$ cat src/design/addressed_frame_receiver_top_macros.svh
// Assertion macros for the addressed frame receiver.
// Included by the top level; assertions compile away when SYNTH is defined.
`ifndef ADDRESSED_FRAME_RECEIVER_TOP_MACROS_SVH
`define ADDRESSED_FRAME_RECEIVER_TOP_MACROS_SVH
`ifndef SYNTH
// Same-cycle implication, disabled while reset is asserted.
`define AFR_ASSERT_IMPL(lbl, clk, rst_n, ante, cons) \
  lbl: assert property (@(posedge clk) disable iff (!rst_n) (ante) |-> (cons)) \
    else $error("afr assertion failed");
// Next-cycle implication, disabled while reset is asserted.
`define AFR_ASSERT_NEXT(lbl, clk, rst_n, ante, cons) \
  lbl: assert property (@(posedge clk) disable iff (!rst_n) (ante) |=> (cons)) \
    else $error("afr assertion failed");
`else
`define AFR_ASSERT_IMPL(lbl, clk, rst_n, ante, cons)
`define AFR_ASSERT_NEXT(lbl, clk, rst_n, ante, cons)
`endif
`endif

$ cat src/design/afr_pkg.sv
// Shared types and constants for the addressed frame receiver.
// No dependencies; imported by every module of the block.
package afr_pkg;

  // Largest payload a frame may carry; longer declared lengths are clamped.
  localparam int unsigned PayloadMax = 5;
  localparam int unsigned ByteW      = 8;
  localparam int unsigned LenW       = 3;
  localparam int unsigned OutDataW   = 56;
  localparam logic [LenW-1:0] LenMax = LenW'(PayloadMax);

  // Register reset values.
  localparam logic [ByteW-1:0] TimeoutReset = 8'd20;
  localparam logic [ByteW-1:0] OwnAddrReset = 8'd0;

  typedef enum logic [1:0] {
    PH_IDLE,
    PH_SRC,
    PH_LEN,
    PH_PAY
  } afr_phase_e;

  typedef enum logic [1:0] {
    ST_ACCEPTED    = 2'd0,
    ST_DROPPED     = 2'd1,
    ST_HDR_TIMEOUT = 2'd2,
    ST_PAY_TIMEOUT = 2'd3
  } afr_status_e;

  typedef enum logic {
    ACT_BYTE = 1'b0,
    ACT_TICK = 1'b1
  } afr_action_e;

  typedef enum logic {
    REG_TIMEOUT  = 1'b0,
    REG_OWN_ADDR = 1'b1
  } afr_reg_e;

  typedef struct packed {
    logic [ByteW-1:0] timeout_ticks;
    logic [ByteW-1:0] own_address;
  } afr_cfg_t;

  typedef struct packed {
    afr_action_e      action;
    logic [ByteW-1:0] byte_value;
  } afr_item_t;

  typedef struct packed {
    afr_status_e                       status;
    logic [ByteW-1:0]                  source;
    logic [LenW-1:0]                   length;
    logic [PayloadMax-1:0][ByteW-1:0]  payload;
  } afr_result_t;

endpackage

$ cat src/design/afr_cfg_regs.sv
// Configuration register file with an APB-style slave port.
// Depends on afr_pkg for the register index codes and the config struct.
module afr_cfg_regs import afr_pkg::*; (
  input  logic        clk_i,
  input  logic        rst_ni,
  input  logic        psel,
  input  logic        penable,
  input  logic        pwrite,
  input  logic [2:0]  paddr,
  input  logic [31:0] pwdata,
  output logic [31:0] prdata,
  output logic        pready,
  output afr_cfg_t    cfg_o
);

  afr_cfg_t cfg_q;
  afr_reg_e reg_sel;
  logic     wr_en;

  // Word-aligned decode: bit 2 picks the register, the low bits are byte lanes.
  assign reg_sel = afr_reg_e'(paddr[2]);
  assign wr_en   = psel && penable && pwrite;
  assign pready  = 1'b1;

  // Register writes on the access cycle of a write transfer.
  always_ff @(posedge clk_i or negedge rst_ni) begin
    if (!rst_ni) begin
      cfg_q.timeout_ticks <= TimeoutReset;
      cfg_q.own_address   <= OwnAddrReset;
    end else if (wr_en) begin
      case (reg_sel)
        REG_TIMEOUT:  cfg_q.timeout_ticks <= pwdata[ByteW-1:0];
        REG_OWN_ADDR: cfg_q.own_address   <= pwdata[ByteW-1:0];
        default: ;
      endcase
    end
  end

  // Read mux; misaligned addresses read as zero.
  always_comb begin
    prdata = '0;
    if (paddr[1:0] == 2'b00) begin
      case (reg_sel)
        REG_TIMEOUT:  prdata = {24'd0, cfg_q.timeout_ticks};
        REG_OWN_ADDR: prdata = {24'd0, cfg_q.own_address};
        default:      prdata = '0;
      endcase
    end
  end

  assign cfg_o = cfg_q;

endmodule

$ cat src/design/afr_in_reg.sv
// Input register stage for received bytes and ticks.
// Depends on afr_pkg for the input item struct.
module afr_in_reg import afr_pkg::*; (
  input  logic      clk_i,
  input  logic      rst_ni,
  input  logic      s_valid_i,
  input  afr_item_t s_item_i,
  output logic      s_ready_o,
  input  logic      advance_i,
  output logic      valid_o,
  output afr_item_t item_o
);

  logic      valid_q, valid_d;
  logic      load;
  afr_item_t item_q;

  // The stage takes a new item when empty or when its item moves on.
  assign s_ready_o = !valid_q || advance_i;
  assign load      = s_valid_i && s_ready_o;
  assign valid_d   = load || (valid_q && !advance_i);

  always_ff @(posedge clk_i or negedge rst_ni) begin
    if (!rst_ni) begin
      valid_q <= 1'b0;
    end else begin
      valid_q <= valid_d;
    end
  end

  always_ff @(posedge clk_i) begin
    if (load) begin
      item_q <= s_item_i;
    end
  end

  assign valid_o = valid_q;
  assign item_o  = item_q;

endmodule

$ cat src/design/afr_deframer.sv
// Frame parser: header capture, payload store, tick timeout and result build.
// Depends on afr_pkg for the phase and status codes and the shared structs.
module afr_deframer import afr_pkg::*; (
  input  logic        clk_i,
  input  logic        rst_ni,
  input  logic        advance_i,
  input  afr_item_t   item_i,
  input  afr_cfg_t    cfg_i,
  output logic        result_valid_o,
  output afr_result_t result_o
);

  afr_phase_e       phase_q, phase_d;
  logic [ByteW-1:0] dest_q;
  logic [ByteW-1:0] source_q;
  logic [LenW-1:0]  length_q;
  logic [LenW-1:0]  index_q;
  logic [ByteW-1:0] tick_q;
  logic [ByteW-1:0] store_q [PayloadMax];

  logic             byte_in, tick_in;
  logic [LenW-1:0]  len_clamped, index_inc, len_now;
  logic [ByteW:0]   tick_next;
  logic [ByteW-1:0] limit;
  logic             frame_done, timed_out, accepted;

  // Event decode for the item leaving the input register.
  assign byte_in     = advance_i && (item_i.action == ACT_BYTE);
  assign tick_in     = advance_i && (item_i.action == ACT_TICK);
  assign len_clamped = (item_i.byte_value > ByteW'(PayloadMax)) ? LenMax
                                                                : item_i.byte_value[LenW-1:0];
  assign index_inc   = index_q + 1'b1;
  assign tick_next   = {1'b0, tick_q} + 1'b1;
  // A zero timeout register behaves as one.
  assign limit       = (cfg_i.timeout_ticks == '0) ? ByteW'(1) : cfg_i.timeout_ticks;

  assign frame_done = byte_in &&
                      (((phase_q == PH_LEN) && (len_clamped == '0)) ||
                       ((phase_q == PH_PAY) && (index_inc >= length_q)));
  assign timed_out  = tick_in && (phase_q != PH_IDLE) && (tick_next >= {1'b0, limit});
  assign accepted   = frame_done && (dest_q == cfg_i.own_address);

  // Next phase.
  always_comb begin
    phase_d = phase_q;
    if (frame_done || timed_out) begin
      phase_d = PH_IDLE;
    end else if (byte_in) begin
      case (phase_q)
        PH_IDLE: phase_d = PH_SRC;
        PH_SRC:  phase_d = PH_LEN;
        PH_LEN:  phase_d = PH_PAY;
        PH_PAY:  phase_d = PH_PAY;
        default: phase_d = PH_IDLE;
      endcase
    end
  end

  always_ff @(posedge clk_i or negedge rst_ni) begin
    if (!rst_ni) begin
      phase_q <= PH_IDLE;
    end else begin
      phase_q <= phase_d;
    end
  end

  // Header holds, payload index and tick counter.
  always_ff @(posedge clk_i or negedge rst_ni) begin
    if (!rst_ni) begin
      dest_q   <= '0;
      source_q <= '0;
      length_q <= '0;
      index_q  <= '0;
      tick_q   <= '0;
    end else begin
      if (byte_in) begin
        tick_q <= '0;
        case (phase_q)
          PH_IDLE: dest_q <= item_i.byte_value;
          PH_SRC:  source_q <= item_i.byte_value;
          PH_LEN: begin
            length_q <= len_clamped;
            index_q  <= '0;
          end
          PH_PAY:  index_q <= frame_done ? '0 : index_inc;
          default: ;
        endcase
      end else if (tick_in && (phase_q != PH_IDLE)) begin
        if (timed_out) begin
          tick_q  <= '0;
          index_q <= '0;
        end else begin
          tick_q <= tick_next[ByteW-1:0];
        end
      end
    end
  end

  // Payload store; entries are only read below the length of the current frame.
  always_ff @(posedge clk_i) begin
    for (int k = 0; k < PayloadMax; k++) begin
      if (byte_in && (phase_q == PH_PAY) && (index_q == LenW'(k))) begin
        store_q[k] <= item_i.byte_value;
      end
    end
  end

  // Result fields; the byte that completes a frame bypasses the store.
  assign len_now = (phase_q == PH_LEN) ? len_clamped : length_q;

  always_comb begin
    result_o.status  = ST_ACCEPTED;
    result_o.source  = '0;
    result_o.length  = '0;
    result_o.payload = '0;
    if (timed_out) begin
      result_o.status = (phase_q == PH_PAY) ? ST_PAY_TIMEOUT : ST_HDR_TIMEOUT;
    end else if (!accepted) begin
      result_o.status = ST_DROPPED;
    end else begin
      result_o.source = source_q;
      result_o.length = len_now;
      for (int k = 0; k < PayloadMax; k++) begin
        if (LenW'(k) < len_now) begin
          if ((phase_q == PH_PAY) && (index_q == LenW'(k))) begin
            result_o.payload[k] = item_i.byte_value;
          end else begin
            result_o.payload[k] = store_q[k];
          end
        end
      end
    end
  end

  assign result_valid_o = frame_done || timed_out;

endmodule

$ cat src/design/afr_out_reg.sv
// Result register driving the master-side stream.
// Depends on afr_pkg for the result struct and the output data width.
module afr_out_reg import afr_pkg::*; (
  input  logic                clk_i,
  input  logic                rst_ni,
  input  logic                load_i,
  input  afr_result_t         result_i,
  output logic                free_o,
  output logic                m_valid_o,
  input  logic                m_ready_i,
  output logic [OutDataW-1:0] m_data_o,
  output logic [1:0]          m_user_o
);

  localparam int unsigned PackW = ByteW + LenW + PayloadMax * ByteW;

  logic        valid_q, valid_d;
  afr_result_t result_q;

  // Room for a new result when empty or when the held one is taken now.
  assign free_o  = !valid_q || m_ready_i;
  assign valid_d = load_i || (valid_q && !m_ready_i);

  always_ff @(posedge clk_i or negedge rst_ni) begin
    if (!rst_ni) begin
      valid_q <= 1'b0;
    end else begin
      valid_q <= valid_d;
    end
  end

  always_ff @(posedge clk_i) begin
    if (load_i) begin
      result_q <= result_i;
    end
  end

  // Source in the low byte, then length, then the payload bytes in order.
  assign m_valid_o = valid_q;
  assign m_data_o  = {{(OutDataW - PackW){1'b0}},
                      result_q.payload, result_q.length, result_q.source};
  assign m_user_o  = result_q.status;

endmodule

$ cat src/design/addressed_frame_receiver_top.sv
// Top level of the addressed frame receiver.
// Depends on afr_pkg, the macro header and the afr_* submodules.
//
//   Channel   Direction  Contents
//   s_axis    in         tdata: received byte; tuser: 0 byte, 1 millisecond tick
//   m_axis    out        tdata: source, length, payload bytes; tuser: status
//   apb       in/out     timeout_ticks at 0x0, own_address at 0x4
//
// An item passes the input register and the result register; one item per cycle
// is sustained while the result stream is not stalled. The frame state update
// and result build sit in one short combinational step between the registers.
// Reset clears control state; the payload store holds no reset value.
// A stalled result blocks the input stage only once the input register is full.
`include "addressed_frame_receiver_top_macros.svh"
module addressed_frame_receiver_top import afr_pkg::*; (
  input  logic                clk_i,
  input  logic                rst_ni,
  // Input stream.
  input  logic                s_axis_tvalid,
  output logic                s_axis_tready,
  input  logic [7:0]          s_axis_tdata,   // [7:0] byte_value
  input  logic                s_axis_tuser,   // [0] action
  // Result stream.
  output logic                m_axis_tvalid,
  input  logic                m_axis_tready,
  output logic [OutDataW-1:0] m_axis_tdata,   // [7:0] source, [10:8] length,
                                              // [18:11] payload_0 .. [50:43] payload_4
  output logic [1:0]          m_axis_tuser,   // [1:0] status
  // Configuration port.
  input  logic                psel,
  input  logic                penable,
  input  logic                pwrite,
  input  logic [2:0]          paddr,
  input  logic [31:0]         pwdata,
  output logic [31:0]         prdata,
  output logic                pready
);

  afr_cfg_t    cfg;
  afr_item_t   s_item, item;
  logic        item_valid, advance, out_free;
  logic        result_valid;
  afr_result_t result;

  assign s_item.action     = afr_action_e'(s_axis_tuser);
  assign s_item.byte_value = s_axis_tdata;

  // An item leaves the input register when the result register has room.
  assign advance = item_valid && out_free;

  afr_cfg_regs u_cfg (
    .clk_i   (clk_i),
    .rst_ni  (rst_ni),
    .psel    (psel),
    .penable (penable),
    .pwrite  (pwrite),
    .paddr   (paddr),
    .pwdata  (pwdata),
    .prdata  (prdata),
    .pready  (pready),
    .cfg_o   (cfg)
  );

  afr_in_reg u_in (
    .clk_i     (clk_i),
    .rst_ni    (rst_ni),
    .s_valid_i (s_axis_tvalid),
    .s_item_i  (s_item),
    .s_ready_o (s_axis_tready),
    .advance_i (advance),
    .valid_o   (item_valid),
    .item_o    (item)
  );

  afr_deframer u_dfr (
    .clk_i          (clk_i),
    .rst_ni         (rst_ni),
    .advance_i      (advance),
    .item_i         (item),
    .cfg_i          (cfg),
    .result_valid_o (result_valid),
    .result_o       (result)
  );

  afr_out_reg u_out (
    .clk_i     (clk_i),
    .rst_ni    (rst_ni),
    .load_i    (advance && result_valid),
    .result_i  (result),
    .free_o    (out_free),
    .m_valid_o (m_axis_tvalid),
    .m_ready_i (m_axis_tready),
    .m_data_o  (m_axis_tdata),
    .m_user_o  (m_axis_tuser)
  );

  // Only accepted frames carry source, length and payload.
  `AFR_ASSERT_IMPL(a_zero_unless_accepted, clk_i, rst_ni, m_axis_tvalid && (m_axis_tuser != ST_ACCEPTED), m_axis_tdata == '0)
  // The reported length never exceeds the payload limit.
  `AFR_ASSERT_IMPL(a_length_limit, clk_i, rst_ni, m_axis_tvalid, m_axis_tdata[ByteW+LenW-1:ByteW] <= LenMax)
  // The input side stalls only behind a held, untaken result.
  `AFR_ASSERT_IMPL(a_stall_cause, clk_i, rst_ni, !s_axis_tready, m_axis_tvalid && !m_axis_tready)
  // A produced result is presented in the following cycle.
  `AFR_ASSERT_NEXT(a_result_shown, clk_i, rst_ni, advance && result_valid, m_axis_tvalid)

endmodule
$ cat config.mk
export PLATFORM = sky130hd
export DESIGN_NAME = addressed_frame_receiver_top
export DESIGN_NICKNAME = d
export VERILOG_FILES = /design/src/design/afr_pkg.sv /design/src/design/afr_cfg_regs.sv /design/src/design/afr_in_reg.sv /design/src/design/afr_deframer.sv /design/src/design/afr_out_reg.sv /design/src/design/addressed_frame_receiver_top.sv
export VERILOG_INCLUDE_DIRS = /design/src /design/src/design
export SDC_FILE = /design/constraint.sdc
export NUM_CORES = 1
export LEC_CHECK = 0
export BUFFER_PORTS_ARGS = -buffer_cell sky130_fd_sc_hd__buf_2
export CAP_MARGIN = 30
export CORE_MARGIN = 1
export CORE_UTILIZATION = 57
export CTS_CLUSTER_SIZE = 30
export DETAILED_ROUTE_END_ITERATION = 12
export PLACE_DENSITY = 0.83
export SETUP_SLACK_MARGIN = 0.1
export SLEW_MARGIN = 15
export SYNTH_ARGS = -nofsm -noshare
export SYNTH_HDL_FRONTEND = slang
export SYNTH_SLANG_ARGS = --single-unit
$ cat constraint.sdc
create_clock -name clk_i -period 9.6 [get_ports clk_i]
set_clock_uncertainty 0.15 [all_clocks]
set_input_delay 1.92 -clock clk_i [delete_from_list [all_inputs] [get_ports clk_i]]
set_output_delay 1.92 -clock clk_i [all_outputs]
set_load 0.05 [all_outputs]
==> out/metrics.cfg, run 1 <==
[sta]
setup_viol_count_final=0
timing.hold.ws_ps=318
max-slew-margin-rel_pct=43.5
final.period_utilization_pct=50.6
hold_viol_final=0
setup_total_negative_slack_ps=0
drv_slew=0
worstMarginPinSlew_ps=847
rsz0062_at_grt=false
max_freq_mhz=206
min_period_ps=4860

[setup_path]
crit_path_max_fanout=7
worstSetupPathType=in2out
end_kind=output port
start_kind=input port
cp.required_ps=7530
worstPathArrival_ps=2790
critPathLaunch=m_axis_tready
reg2reg_from=u_dfr.tick_q[2]

[synthesis]
ys_seq_elements=152
netlist_area_mm2=0.00664
synth_flop_cell=edfxtp_1
syn_avg_cell_area_um2=13.3
ys_types=52
synth_area_leaders=edfxtp_1 (28%), dfrtp_1 (18%), dfxtp_1 (12%)
synth-edff-count=62
ys_top_cells_by_count=mux2_2 (71), edfxtp_1 (62), dfrtp_1 (48)
yosys_warnings=0
synthArstFlopShare_pct=32.9
yosysMostFrequentCell=mux2_2
ys_seq_area_share_pct=59.0
post-synth-top-area-fraction_pct=28.0
netlist_instances=501
synth_top_cell_by_area=edfxtp_1

[drt]
wl_um=12800
wl_per_cell_um=17.0
num_vias=4030
vias_per_cell=5.36
drtAntennaViolNets=0
drtIter0Drc=219
firstDrtPassIters=6
drc=0

[floorplan]
die_y_um=110
die_area_mm2=0.0121
io_pins=144
start_util_pct=58.4
rows=39
core_mm2=0.0114
die_x_um=110

[clocking]
insertion_delay_ps=420
cts_resized=0
clk_pin_slew_ps=60
cts_buffers=17
cts_root_buf=clkbuf_16
clkSinkCount=152
cts_tree=built
hold_buffers=0
htree_levels=4
cts_buffer_depth=2
cts_setup_buffers=0

[min_path]
min_from=u_dfr.store_q[0][1]
hold_path_class=reg2reg

[layout]
syn_to_final_growth_pct=15.6
antenna_cells=0
drive_gt1_share_pct=34.8
fin_nets=664
final_area_mm2=0.00768

[power_and_ir_drop]
ir_drop_v=0.000128
p_per_area_mw_per_mm2=282
p_leak_nw=3.23

[place]
place_congestion=0.854
placed_area_mm2=0.00712
port-buffer-count=89
dp_hpwl_um=8780

[global_route]
grt-ovfl-total=0
grt_pass1_wl_um=20000
antenna_found_initial=0
grt_pass1_vias=3962
grt_use_total_pct=22.7
grt_max_degree=48

[run]
cap_violations=0

[status]
status=finished clean

## final cells by class
type / instances / area [um2]
fillers: 801 / 3690
flip-flops and latches: 152 / 3920
inverters: 20 / 75.1
well taps: 143 / 179
clock buffers: 19 / 443
clock inverters: 13 / 116
multi-input cells: 313 / 2470
repair buffers: 92 / 480
## where the power goes
part	leakage [nW]	switching [W]	internal, W	total, W
registers	1.52	0.000101	0.000858	0.000958
clock network	0.272	0.000263	0.000365	0.000628
logic	1.44	0.000357	0.000220	0.000577
total	3.23	0.000720	0.00144	0.00216
## per-layer routing
layer,vias up,share of wire [%],global-route usage [%]
met2,130,51,37.6
met4,0,1.7,9.33
li1,1915,-,-
met1,1960,43,29.1
met5,-,0,0
met3,25,4.4,4.74
## sequential cells by signal (all words and copies together) (netlist names)
name	cells
u_out.m_valid_o	1
u_in.item_o	9
u_dfr.phase_q	2
u_dfr.source_q	8
u_dfr.store_q	40
u_dfr.index_q	3
u_dfr.dest_q	8
u_out.m_user_o	2
u_dfr.length_q	3
u_cfg.cfg_o	16
u_dfr.tick_q	8
u_in.valid_o	1
u_out.m_data_o	51
## metrics by stage
| stage | std cells | power [W] | utilization (%) | worst slack [ps] |
|---|---|---|---|---|
| global route | 752 | 0.00227 | 67.5 | 4630 |
| detailed placement | 720 | 0.00154 | 62.6 | 4730 |
| floorplan | 529 | 0.00142 | - | 2750 |
| finish | 752 | 0.00216 | 67.5 | 4740 |
| CTS | 752 | 0.00217 | 67.5 | 4720 |
| global placement | 719 | 0.00150 | 62.4 | 4770 |
## cell usage in the layout (no fill, tap or decap), types with 4 or more instances in the layout
cell type / netlist / routed
buf_2: 3 / 89
mux2_2: 71 / 71
edfxtp_1: 62 / 62
dfrtp_1: 48 / 48
dfxtp_1: 40 / 40
conb_1: 2 / 30
nor2b_1: 29 / 29
nand2_1: 21 / 21
inv_1: 20 / 20
nor2_1: 19 / 19
ha_1: 17 / 17
clkbuf_16: 0 / 17
and2_1: 13 / 13
xnor2_1: 12 / 12
o21ai_0: 13 / 12
nand4_1: 8 / 8
mux2i_1: 8 / 8
nor3b_2: 8 / 8
nand3_1: 6 / 6
and2b_1: 6 / 6
or3_1: 5 / 5
nor3_1: 5 / 5
inv_6: 0 / 5
a32o_1: 4 / 4
## worst max-delay path, stage by stage
cell and delay (ps):
buf_2 90, nor2b_1 380, nand2_1 150, buf_2 240
## cell families (layout without fill, tap and decap cells)
kind of cell	after synthesis	in the layout	share of synthesized area, %
AND/OR/NAND/NOR	134	134	12.2
flip-flops	152	152	59.0
adder cells (fa/ha/maj)	17	17	3.20
multiplexers	79	79	13.2
other	2	30	0.113
AO/OA/AOI/OAI	38	38	4.64
buffers and inverters	64	144	5.60
XOR/XNOR	15	15	1.98
## final timing paths
kind                                             to  slack, ps  cells after the start
worst max-delay path                  s_axis_tready       4740                      4
worst min-delay path            u_dfr.store_q[0][1]        320                      1
worst max register to register      u_out.m_valid_o       5920                      9
worst min register to register  u_dfr.store_q[0][1]        320                      1
max in group asynchronous          u_dfr.index_q[1]       7410                      2
min in group asynchronous           u_dfr.dest_q[4]       1340                      1
No activity file was read; power rests on OpenSTA's default activity.
==> run 2, diff against run 1 <==
--- a/config.mk
+++ b/config.mk
@@ -9,10 +9,10 @@
 export BUFFER_PORTS_ARGS = -buffer_cell sky130_fd_sc_hd__buf_2
 export CAP_MARGIN = 30
 export CORE_MARGIN = 1
-export CORE_UTILIZATION = 57
+export CORE_UTILIZATION = 54
 export CTS_CLUSTER_SIZE = 30
 export DETAILED_ROUTE_END_ITERATION = 12
-export PLACE_DENSITY = 0.83
+export PLACE_DENSITY = 0.79
 export SETUP_SLACK_MARGIN = 0.1
 export SLEW_MARGIN = 15
 export SYNTH_ARGS = -nofsm -noshare
==> constraint.sdc (replaced) <==
create_clock -name clk_i -period 4.9 [get_ports clk_i]
set_clock_uncertainty 0.15 [all_clocks]
set_input_delay 0.98 -clock clk_i [delete_from_list [all_inputs] [get_ports clk_i]]
set_output_delay 0.98 -clock clk_i [all_outputs]
set_load 0.05 [all_outputs]
==> out/metrics.cfg, run 2 (synthesis results as in run 1) <==
[setup_path]
worstSetupPathType=reg2reg
cp.required_ps=4800
max_stage_delay_ps=630
end_kind=flip-flop
cp_num_buf_inv=1
start_kind=flip-flop
crit_chain=or4b_4 -> a2111oi_4 -> o2bb2ai_4 -> nand2_1 -> o21ai_4 -> buf_4
crit_path_max_fanout=53
r2r_setup_slack_ps=1590
worstPathArrival_ps=3210
cp_top_family=compound AO/OA/AOI/OAI gates
cpMaxStageDelayCell=or4b_4

[clocking]
htree_levels=4
cts_resized=0
cts_buffers=17
cts_setup_buffers=0
cts_buffer_depth=2
clk_pin_slew_ps=60
insertion_delay_ps=420
cts_root_buf=clkbuf_16
clkSinkCount=152
hold_buffers=0
cts_tree=built

[drt]
vias_per_cell=5.38
wl_um=12400
drtAntennaViolNets=0
firstDrtPassIters=7
drtIter0Drc=296
wl_per_cell_um=16.4
drc=0
num_vias=4069

[place]
pre_cts_ws_ps=1580
placed_area_mm2=0.00713
place_congestion=0.827
port-buffer-count=89
dp_hpwl_um=8460

[sta]
drv_slew=0
final.period_utilization_pct=67.5
rsz0062_at_grt=false
worstMarginPinSlew_ps=835
max_freq_mhz=302
max-slew-margin-rel_pct=43.8
setup_total_negative_slack_ps=0
hold_viol_final=0
timing.final.ws_setup_ps=1590
min_period_ps=3310
setup_viol_count_final=0

[min_path]
hold_path_class=in2async

[floorplan]
core_mm2=0.0120
die_y_um=113
io_pins=144
start_util_pct=55.3
rows=40
die_x_um=113
die_area_mm2=0.0127

[power_and_ir_drop]
p_per_area_mw_per_mm2=557
p_leak_nw=3.24
ir_drop_v=0.000373

[layout]
fin_nets=665
final_common_cell=buf_2
largest_reg_flops=51
antenna_cells=0
syn_to_final_growth_pct=16.2
final_area_mm2=0.00771
drive_gt1_share_pct=35.1
layout_common_cells=buf_2 (89), mux2_2 (71), edfxtp_1 (62), dfrtp_1 (48), dfxtp_1 (40)

[global_route]
grt-ovfl-total=0
grt_max_degree=54
grt_pass1_wl_um=19800
grt_pass1_vias=3924
grt_use_total_pct=20.8
antenna_found_initial=0

[run]
cap_violations=0

[status]
status=finished clean

run 2: cell types whose count changed in the layout (fill, tap and decap cells not counted), sizes merged:
cell,previous run,this run
buf,92,93
clkbuf,19,20
clkinv,5,8
clkinvlp,2,1
inv,25,22
run 2: worst paths after layout:
check | cells after the start | to | startpoint
worst max-delay path | 6 | u_out.m_data_o[50] | u_in.item_o[3]
worst min-delay path | 1 | u_cfg.cfg_o[13] | rst_ni
worst max register to register | 6 | u_out.m_data_o[50] | u_in.item_o[3]
worst min register to register | 1 | u_dfr.store_q[0][7] | u_dfr.store_q[0][7]
max in group asynchronous | 2 | u_cfg.cfg_o[12] | rst_ni
min in group clk_i | 1 | u_dfr.store_q[0][7] | u_dfr.store_q[0][7]
run 2: worst register-to-register path, cell delays in order (launching register included):
cell and delay (ps):
edfxtp_1 550, or4b_4 630, a2111oi_4 500, o2bb2ai_4 240, nand2_1 170, o21ai_4 90
buf_4 550
run 2: through the flow:
| step | power [W] | hold WS (ps) | utilization (%) | instances |
|---|---|---|---|---|
| final | 0.00429 | 319 | 64.2 | 757 |
| after global routing | 0.00450 | 333 | 64.2 | 757 |
| after CTS | 0.00431 | 316 | 64.2 | 757 |
| after detailed placement | 0.00304 | 304 | 59.4 | 725 |
| after global placement | 0.00297 | 299 | 59.2 | 724 |
| after floorplan | 0.00278 | 293 | - | 529 |
run 2: cell type report:
type	instances	area, um2
clock buffers	20	467
fillers	879	4300
inverters	20	75.1
well taps	147	184
flip-flops and latches	152	3920
multi-input cells	313	2470
repair buffers	93	488
clock inverters	12	116
run 2: power breakdown:
part           switching [W]  total [W]  internal (W)
logic               0.000713    0.00115      0.000438
registers           0.000195    0.00188       0.00169
clock network       0.000518    0.00126      0.000744
run 2: routing by layer:
metal,global-route usage [%],part of all wire (%)
met5,0,0
met4,9.30,2.3
met3,4.87,4.7
met2,33.7,50
met1,26.7,43
